===== src/rtl/wwm_pkg.sv =====
`timescale 1ns / 1ps

package wwm_pkg;

    // field widths
    localparam int ACTION_W = 2;
    localparam int IDX_W    = 7;
    localparam int SAMPLE_W = 8;
    localparam int CFG_IDX_W = 3;
    localparam int PW_W     = 7;
    localparam int NUM_WAVES = 5;

    // wave shape and mix constants
    localparam int TABLE_ENTRIES_DEF = 64;
    localparam int SAMPLE_MIN    = -127;
    localparam int SAMPLE_MAX    = 127;
    localparam int MIX_AMPLITUDE = 127;

    // mix arithmetic widths
    localparam int PROD_W    = 2 * SAMPLE_W;
    localparam int MAG_W     = PROD_W - 1;
    localparam int DIV_SHIFT = 22;
    localparam int MULT_W    = DIV_SHIFT + 1;
    localparam int FULL_W    = MAG_W + MULT_W;

    // reciprocal of the mix amplitude, rounded up, exact for magnitudes below 2^MAG_W
    localparam logic [MULT_W-1:0] DIV_MULT =
        MULT_W'(((1 << DIV_SHIFT) + MIX_AMPLITUDE - 1) / MIX_AMPLITUDE);

    // item actions
    typedef enum logic [ACTION_W-1:0] {
        ACT_PLAY        = 2'd0,
        ACT_LOAD_RANDOM = 2'd1,
        ACT_LOAD_NOISE  = 2'd2
    } t_action;

    // configuration register indexes
    localparam logic [CFG_IDX_W-1:0] CFG_PULSE_WIDTH    = 3'd0;
    localparam logic [CFG_IDX_W-1:0] CFG_TRIANGLE_LEVEL = 3'd1;
    localparam logic [CFG_IDX_W-1:0] CFG_SAWTOOTH_LEVEL = 3'd2;
    localparam logic [CFG_IDX_W-1:0] CFG_SQUARE_LEVEL   = 3'd3;
    localparam logic [CFG_IDX_W-1:0] CFG_RANDOM_LEVEL   = 3'd4;
    localparam logic [CFG_IDX_W-1:0] CFG_NOISE_LEVEL    = 3'd5;

    // wave slots in the mix
    localparam int WAVE_TRI = 0;
    localparam int WAVE_SAW = 1;
    localparam int WAVE_SQR = 2;
    localparam int WAVE_RND = 3;
    localparam int WAVE_NSE = 4;

    // register reset values
    localparam logic [PW_W-1:0]            PULSE_WIDTH_RST = 7'd32;
    localparam logic signed [SAMPLE_W-1:0] TRI_LEVEL_RST   = 8'sd127;
    localparam logic signed [SAMPLE_W-1:0] LEVEL_RST       = 8'sd0;

endpackage


===== src/rtl/wwm_ram.sv =====
`timescale 1ns / 1ps

module wwm_ram #(
    parameter int WIDTH = 8,
    parameter int DEPTH = 64,
    parameter int AW    = (DEPTH > 1) ? $clog2(DEPTH) : 1
) (
    input  logic             i_clk,
    input  logic             i_we,
    input  logic [AW-1:0]    i_waddr,
    input  logic [WIDTH-1:0] i_wdata,
    input  logic             i_re,
    input  logic [AW-1:0]    i_raddr,
    output logic [WIDTH-1:0] o_rdata
);

    logic [WIDTH-1:0] r_mem [DEPTH];
    logic [WIDTH-1:0] r_rdata;

    // one write port, one registered read port
    always_ff @(posedge i_clk) begin
        if (i_we) begin
            r_mem[i_waddr] <= i_wdata;
        end
        if (i_re) begin
            r_rdata <= r_mem[i_raddr];
        end
    end

    assign o_rdata = r_rdata;

endmodule


===== src/rtl/wavetable_waveform_mixer.sv =====
`timescale 1ns / 1ps
// Throughput: one item per cycle, through a five-stage pipe (table read, wave shapes,
// level multiply, reciprocal divide, sum); the whole pipe holds while the output stalls.
// Reset: synchronous active low; registers return to their defaults and the valid
// bits of both tables clear, so every entry reads as zero until loaded.

module wavetable_waveform_mixer #(
    parameter int TABLE_ENTRIES = wwm_pkg::TABLE_ENTRIES_DEF
) (
    input  logic                              i_clk,
    input  logic                              i_rst_n,
    // input item channel
    input  logic                              i_valid,
    output logic                              o_stall,
    input  logic [wwm_pkg::ACTION_W-1:0]      i_action,
    input  logic [wwm_pkg::IDX_W-1:0]         i_index,
    input  logic signed [wwm_pkg::SAMPLE_W-1:0] i_load_value,
    // result item channel
    output logic                              o_valid,
    input  logic                              i_stall,
    output logic signed [wwm_pkg::SAMPLE_W-1:0] o_sample,
    // configuration writes
    input  logic                              i_cfg_we,
    input  logic [wwm_pkg::CFG_IDX_W-1:0]     i_cfg_index,
    input  logic [wwm_pkg::SAMPLE_W-1:0]      i_cfg_data
);

    import wwm_pkg::*;

    localparam int AW   = (TABLE_ENTRIES > 1) ? $clog2(TABLE_ENTRIES) : 1;
    localparam int HALF = TABLE_ENTRIES / 2;
    localparam int REST = TABLE_ENTRIES - HALF;

    // wave shape constants; the sample ones are taken modulo 256, the index ones in IDX_W bits
    localparam logic [SAMPLE_W-1:0] MIN8      = SAMPLE_W'(SAMPLE_MIN);
    localparam logic [SAMPLE_W-1:0] MAX8      = SAMPLE_W'(SAMPLE_MAX);
    localparam logic [SAMPLE_W-1:0] FALL_BASE = SAMPLE_W'(SAMPLE_MAX - 1);
    localparam logic [SAMPLE_W-1:0] RISE_STEP = SAMPLE_W'((SAMPLE_MAX - SAMPLE_MIN) / HALF);
    localparam logic [SAMPLE_W-1:0] FALL_STEP = SAMPLE_W'((SAMPLE_MIN - SAMPLE_MAX) / REST);
    localparam logic [SAMPLE_W-1:0] SAW_STEP  =
        SAMPLE_W'((SAMPLE_MAX - SAMPLE_MIN) / TABLE_ENTRIES);
    localparam logic [IDX_W-1:0]    HALF_IDX  = IDX_W'(HALF);
    localparam logic [IDX_W-1:0]    TABLE_IDX = IDX_W'(TABLE_ENTRIES);

    // configuration registers
    logic [PW_W-1:0]            r_pulse_width;
    logic signed [SAMPLE_W-1:0] r_level [NUM_WAVES];

    // table valid bits
    logic [TABLE_ENTRIES-1:0] r_rnd_vld;
    logic [TABLE_ENTRIES-1:0] r_nse_vld;

    // pipe control
    logic            w_adv;
    logic            w_accept;
    logic            w_in_range;
    logic [AW-1:0]   w_addr;
    logic            w_play;
    logic            w_rnd_we;
    logic            w_nse_we;

    // stage a: index and table read
    logic                r_a_vld;
    logic [IDX_W-1:0]    r_a_idx;
    logic                r_a_rnd_ok;
    logic                r_a_nse_ok;
    logic [SAMPLE_W-1:0] w_rnd_q;
    logic [SAMPLE_W-1:0] w_nse_q;

    // stage b: wave values
    logic                       r_b_vld;
    logic signed [SAMPLE_W-1:0] r_b_wave [NUM_WAVES];
    logic [SAMPLE_W-1:0]        n_b_wave [NUM_WAVES];
    logic [SAMPLE_W-1:0]        w_i8;

    // stage c: level products
    logic                     r_c_vld;
    logic signed [PROD_W-1:0] r_c_prod [NUM_WAVES];

    // stage d: truncated quotients, low byte and sign
    logic                r_d_vld;
    logic [SAMPLE_W-1:0] r_d_quo [NUM_WAVES];
    logic                r_d_neg [NUM_WAVES];

    // output register
    logic                r_o_vld;
    logic [SAMPLE_W-1:0] r_o_sample;
    logic [SAMPLE_W-1:0] n_o_sample;

    // handshake: the pipe moves as one whenever the output register can take a result
    assign w_adv      = !r_o_vld || !i_stall;
    assign o_stall    = !w_adv;
    assign w_accept   = i_valid && w_adv;
    assign w_in_range = i_index < TABLE_IDX;
    assign w_addr     = i_index[AW-1:0];
    assign w_play     = w_accept && w_in_range && (i_action == ACT_PLAY);
    assign w_rnd_we   = w_accept && w_in_range && (i_action == ACT_LOAD_RANDOM);
    assign w_nse_we   = w_accept && w_in_range && (i_action == ACT_LOAD_NOISE);

    // configuration writes
    always_ff @(posedge i_clk) begin
        if (!i_rst_n) begin
            r_pulse_width <= PULSE_WIDTH_RST;
            r_level[WAVE_TRI] <= TRI_LEVEL_RST;
            r_level[WAVE_SAW] <= LEVEL_RST;
            r_level[WAVE_SQR] <= LEVEL_RST;
            r_level[WAVE_RND] <= LEVEL_RST;
            r_level[WAVE_NSE] <= LEVEL_RST;
        end else if (i_cfg_we) begin
            case (i_cfg_index)
                CFG_PULSE_WIDTH:    r_pulse_width     <= i_cfg_data[PW_W-1:0];
                CFG_TRIANGLE_LEVEL: r_level[WAVE_TRI] <= signed'(i_cfg_data);
                CFG_SAWTOOTH_LEVEL: r_level[WAVE_SAW] <= signed'(i_cfg_data);
                CFG_SQUARE_LEVEL:   r_level[WAVE_SQR] <= signed'(i_cfg_data);
                CFG_RANDOM_LEVEL:   r_level[WAVE_RND] <= signed'(i_cfg_data);
                CFG_NOISE_LEVEL:    r_level[WAVE_NSE] <= signed'(i_cfg_data);
                default: begin
                end
            endcase
        end
    end

    // table entries start out unloaded and read as zero
    always_ff @(posedge i_clk) begin
        if (!i_rst_n) begin
            r_rnd_vld <= '0;
            r_nse_vld <= '0;
        end else begin
            if (w_rnd_we) begin
                r_rnd_vld[w_addr] <= 1'b1;
            end
            if (w_nse_we) begin
                r_nse_vld[w_addr] <= 1'b1;
            end
        end
    end

    wwm_ram #(
        .WIDTH (SAMPLE_W),
        .DEPTH (TABLE_ENTRIES)
    ) u_random_ram (
        .i_clk   (i_clk),
        .i_we    (w_rnd_we),
        .i_waddr (w_addr),
        .i_wdata (i_load_value),
        .i_re    (w_adv),
        .i_raddr (w_addr),
        .o_rdata (w_rnd_q)
    );

    wwm_ram #(
        .WIDTH (SAMPLE_W),
        .DEPTH (TABLE_ENTRIES)
    ) u_noise_ram (
        .i_clk   (i_clk),
        .i_we    (w_nse_we),
        .i_waddr (w_addr),
        .i_wdata (i_load_value),
        .i_re    (w_adv),
        .i_raddr (w_addr),
        .o_rdata (w_nse_q)
    );

    // stage valids
    always_ff @(posedge i_clk) begin
        if (!i_rst_n) begin
            r_a_vld <= 1'b0;
            r_b_vld <= 1'b0;
            r_c_vld <= 1'b0;
            r_d_vld <= 1'b0;
            r_o_vld <= 1'b0;
        end else if (w_adv) begin
            r_a_vld <= w_play;
            r_b_vld <= r_a_vld;
            r_c_vld <= r_b_vld;
            r_d_vld <= r_c_vld;
            r_o_vld <= r_d_vld;
        end
    end

    // stage a payload
    always_ff @(posedge i_clk) begin
        if (w_adv) begin
            r_a_idx    <= i_index;
            r_a_rnd_ok <= w_in_range && r_rnd_vld[w_addr];
            r_a_nse_ok <= w_in_range && r_nse_vld[w_addr];
        end
    end

    // wave shapes at the index, modulo 256
    assign w_i8 = {1'b0, r_a_idx};

    always_comb begin
        if (r_a_idx < HALF_IDX) begin
            n_b_wave[WAVE_TRI] = SAMPLE_W'(MIN8 + w_i8 * RISE_STEP);
        end else begin
            n_b_wave[WAVE_TRI] =
                SAMPLE_W'(FALL_BASE + (w_i8 - {1'b0, HALF_IDX}) * FALL_STEP);
        end
        n_b_wave[WAVE_SAW] = SAMPLE_W'(MIN8 + w_i8 * SAW_STEP);
        n_b_wave[WAVE_SQR] = (r_a_idx < r_pulse_width) ? MIN8 : MAX8;
        n_b_wave[WAVE_RND] = r_a_rnd_ok ? w_rnd_q : '0;
        n_b_wave[WAVE_NSE] = r_a_nse_ok ? w_nse_q : '0;
    end

    // per wave: level multiply, then divide by the mix amplitude toward zero
    for (genvar k = 0; k < NUM_WAVES; k++) begin : g_wave
        logic [MAG_W-1:0]  w_mag;
        logic [FULL_W-1:0] w_full;

        assign w_mag  = r_c_prod[k][PROD_W-1] ? MAG_W'(-r_c_prod[k]) : MAG_W'(r_c_prod[k]);
        assign w_full = FULL_W'(w_mag) * FULL_W'(DIV_MULT);

        always_ff @(posedge i_clk) begin
            if (w_adv) begin
                r_b_wave[k] <= signed'(n_b_wave[k]);
                r_c_prod[k] <= PROD_W'(r_b_wave[k]) * PROD_W'(r_level[k]);
                r_d_quo[k]  <= w_full[DIV_SHIFT +: SAMPLE_W];
                r_d_neg[k]  <= r_c_prod[k][PROD_W-1];
            end
        end
    end

    // signed sum of the five terms, wrapped to 8 bits
    always_comb begin
        n_o_sample = '0;
        for (int k = 0; k < NUM_WAVES; k++) begin
            n_o_sample = n_o_sample + (r_d_neg[k] ? SAMPLE_W'(-r_d_quo[k]) : r_d_quo[k]);
        end
    end

    always_ff @(posedge i_clk) begin
        if (w_adv) begin
            r_o_sample <= n_o_sample;
        end
    end

    assign o_valid  = r_o_vld;
    assign o_sample = signed'(r_o_sample);

    // a waiting result always holds back the input
    a_stall_when_full: assert property (@(posedge i_clk) disable iff (!i_rst_n)
        o_valid && i_stall |-> o_stall)
        else $error("input taken while a result waits");

    // an empty output register never blocks the pipe
    a_no_stall_when_empty: assert property (@(posedge i_clk) disable iff (!i_rst_n)
        !o_valid |-> !o_stall)
        else $error("pipe blocked with empty output");

    // a play item leaves the table valid bits alone
    a_play_keeps_tables: assert property (@(posedge i_clk) disable iff (!i_rst_n)
        w_accept && (i_action == ACT_PLAY) |=> $stable(r_rnd_vld) && $stable(r_nse_vld))
        else $error("table valid bits changed by a play item");

endmodule


===== config.mk =====
export PLATFORM = sky130hd
export DESIGN_NAME = wavetable_waveform_mixer
export DESIGN_NICKNAME = d
export VERILOG_FILES = /design/src/rtl/wwm_pkg.sv /design/src/rtl/wwm_ram.sv /design/src/rtl/wavetable_waveform_mixer.sv
export SDC_FILE = /design/constraint.sdc
export NUM_CORES = 2
export LEC_CHECK = 0
export BUFFER_PORTS_ARGS = -buffer_cell sky130_fd_sc_hd__buf_2
export CAP_MARGIN = 20
export CORE_ASPECT_RATIO = 1.25
export CORE_MARGIN = 8
export CORE_UTILIZATION = 57
export CTS_CLUSTER_DIAMETER = 60
export DETAILED_ROUTE_END_ITERATION = 8
export PLACE_DENSITY = 0.77
export SYNTH_ARGS = -nofsm -noshare
export SYNTH_HDL_FRONTEND = slang
export SYNTH_SLANG_ARGS = --single-unit

===== constraint.sdc =====
create_clock -name i_clk -period 7.5 [get_ports i_clk]
set_input_delay 0.375 -clock i_clk [delete_from_list [all_inputs] [get_ports i_clk]]
set_output_delay 0.375 -clock i_clk [all_outputs]
set_load 0.05 [all_outputs]

==> impl_metrics.tcl <==
set metrics [dict create \
    status "complete, no violations" \
    ys_warn_count 0 \
    dp.final_hpwl_um 128400 \
    clk_pin_slew_worst_paths_ps 60 \
    synth_top_area_frac 0.4923 \
    initial_core_util 0.5734 \
    synth_cell_types 86 \
    p_clk_frac 0.170 \
    p_int_mw 23.89 \
    synthTopCellsByArea "edfxtp_1, ha_1, fa_1" \
    boundaryPins 43 \
    final_common_cell "edfxtp_1" \
    min_period_ps 6416 \
    slew_viol_final 0 \
    layout-drive-gt1-share 0.08253 \
    coreArea_um2 133600 \
    die_h_um 425.9 \
    rows 150 \
    synthFlopType "edfxtp_1" \
    dr_total_vias 48030 \
    finalHoldViolations 0 \
    pwr-share-comb 0.577 \
    gp_routability_congestion 0.8915 \
    wl_per_cell_um 25.03 \
    grt_usage 0.2604 \
    cts_max_path_buffers 3 \
    ctsRootBufferMaster "clkbuf_16" \
    p_leak_nw 32.66 \
    p_total_mw 40.20 \
    critPathCaptureType "flip-flop" \
    setup_tns_ps 0 \
    rsz0062_at_grt "false" \
    p_per_area_nw_per_um2 481.1 \
    htree_levels 4 \
    synth.avg_cell_area_um2 13.44 \
    drt_first_pass_iters 7 \
    wl_um 191300 \
    drtAntennaViolNets 0 \
    via_per_inst 6.284 \
    grt_start_max_net_pins 105 \
    clock_latency_ps 800 \
    finalSetupViolations 0 \
    ys_ff_latch 1396 \
    postSynthCellCount 5701 \
    ir_drop_mv 0.9290 \
    final_net_count 6811 \
    synth-edff-count 1256 \
    final_cell_mix "edfxtp_1, ha_1, inv_1, fa_1, nor2_1" \
    path_class "flip-flop to flip-flop" \
    antenna_found_initial 12 \
    synthArstFlopShare 0 \
    cp-start-kind "flip-flop" \
    cts_tree "yes" \
    syn_to_final_growth_pct 9.049 \
    cts_made_buffers 139 \
    dieArea_um2 146500 \
    power_switching_mw 16.31 \
    syn-num-nets 6741 \
    synth_seq_area_share 0.5289 \
    whs_ps 26.44 \
    max_clock_freq_mhz 155.9 \
    swShare 0.4058 \
    slew-limit-headroom 0.1863 \
    drt_iter0_markers 5237 \
    required_ps 8030 \
    finalCritPeriodShare 0.8555 \
    yosys.area.top_type "edfxtp_1" \
    cap_violations 0 \
    dieWidth_um 343.9 \
    grt_overflow 0 \
    numPortBuffers 42 \
    clock_sinks 1396 \
    crit_arrival_ps 6940 \
    synthesis.area_um2 76620 \
    hold_class "primary input to flip-flop" \
    grt_pass1_vias 49220 \
    crit_fanout 5 \
    skew_ps 35.96 \
    grt_first_pass_wirelength_um 289900 \
    worstMarginPinSlew_ps 1221 \
    drc 0 \
    p_seq_frac 0.253 \
]
-- Yosys cell counts, drive strengths merged (11+ instances only) --
| cell type | n |
|---|---|
| mux2 | 77 |
| buf | 90 |
| o31ai | 31 |
| mux4 | 55 |
| o21ai | 147 |
| nor2b | 41 |
| clkbuf | 101 |
| or4 | 19 |
| inv | 516 |
| a22o | 41 |
| and2 | 208 |
| o41ai | 14 |
| a22oi | 86 |
| xor2 | 58 |
| a2111oi | 11 |
| or2 | 11 |
| o211ai | 11 |
| xnor2 | 188 |
| a31oi | 24 |
| nand3 | 30 |
| ha | 669 |
| a221o | 21 |
| a221oi | 145 |
| fa | 338 |
| nor3 | 28 |
| o21bai | 11 |
| nand4 | 12 |
| a21o | 49 |
| mux2i | 150 |
| nand2b | 58 |
| nand2 | 244 |
| a21oi | 181 |
| o221ai | 16 |
| edfxtp | 1256 |
| or3 | 26 |
| o21a | 142 |
| dfxtp | 140 |
| and4 | 12 |
| o22ai | 47 |
| nor2 | 297 |
-- worst paths after layout --
check                           cells after the start                       end  slack (ps)            start
worst min register to register                      1             r_rnd_vld[28]         460    r_rnd_vld[28]
worst max-delay path                               21            r_d_quo[0][39]        1080   r_c_prod[4][6]
worst min-delay path                                1  u_random_ram.r_mem[2][0]          30  i_load_value[0]
worst max register to register                     21            r_d_quo[0][39]        1080   r_c_prod[4][6]
-- worst max-delay path, stage by stage (launching register included) --
cell	delay [ps]
edfxtp_1	420
or4_1	570
or3_1	360
or3_1	380
o31a_1	290
xnor2_2	230
inv_1	70
ha_1	300
ha_1	200
inv_1	70
fa_1	400
fa_1	490
inv_1	40
ha_1	270
ha_1	280
ha_1	330
and4_1	240
nand4_1	120
o32a_1	360
a311oi_1	380
nor2_1	140
o22a_1	230
-- final cells by class --
| class | instances | area [um^2] |
|---|---|---|
| inverter | 516 | 1937 |
| antenna | 7 | 17.52 |
| fill | 9685 | 50080 |
| multi-input combinational | 3598 | 33450 |
| timing repair buffer | 120 | 909.6 |
| clock inverter | 80 | 832.0 |
| tap | 1748 | 2187 |
| sequential | 1396 | 40520 |
| clock buffer | 179 | 3700 |
-- metal layers --
metal	part of all wire	global-route usage
met5	0.00014	0
met4	0.063	0.1422
met2	0.49	0.4442
met3	0.095	0.05377
met1	0.35	0.3081
-- metrics by stage --
| step | std cells | instance area, um^2 | worst slack [ps] | util |
|---|---|---|---|---|
| final | 7644 | 83550 | 1084 | 0.6252 |
| after CTS | 7635 | 83520 | 1096 | 0.6250 |
| after global routing | 7638 | 83530 | 716.5 | 0.6251 |
| after detailed placement | 7364 | 78870 | 1125 | 0.5902 |
| after global placement | 7363 | 78860 | 1170 | 0.5902 |
| after floorplan | 5701 | 76620 | 174.0 | - |
-- kinds of logic (layout without fill, tap and decap cells) --
kind of cell / Yosys count / in the layout / synth area share
flops: 1396 / 1396 / 0.5289
compound gates: 1048 / 1048 / 0.09700
simple gates: 1015 / 1015 / 0.06537
fa+ha+maj: 1007 / 1007 / 0.1976
buf+inv: 707 / 895 / 0.03580
mux: 282 / 282 / 0.04708
xor+xnor: 246 / 246 / 0.02832
other cells: 0 / 7 / 0
-- sequential cells by signal, summed over array words and instances, names as in the netlist, 5 cells and up --
| register | cells |
|---|---|
| u_noise_ram.r_mem | 512 |
| u_random_ram.r_mem | 512 |
| r_c_prod | 80 |
| r_nse_vld | 64 |
| r_rnd_vld | 64 |
| r_d_quo | 40 |
| r_level | 40 |
| r_b_wave | 34 |
| o_sample | 8 |
| u_noise_ram.o_rdata | 8 |
| u_random_ram.o_rdata | 8 |
| r_a_idx | 7 |
| r_pulse_width | 7 |
| r_d_neg | 5 |
-- timing repair --
| item | CTS | global route |
|---|---|---|
| resized for setup | 0 | 0 |
| hold endpoints to repair | 39 | 0 |
| hold buffers | 12 | 0 |
| buffers inserted | 0 | 0 |
| endpoints found under the setup margin | 0 | 0 |
-- power by group through the flow --
stage	combinational, mW	sequential, mW	clock (mW)
2_1_floorplan	17.6	10.2	0
3_3_place_gp	22.2	10.3	0
3_5_place_dp	23.2	10.3	0
4_1_cts	23.5	10.2	6.89
5_1_grt	26.9	10.2	7.19
6_report	23.2	10.2	6.85
Power figures use the tool's default switching activity.
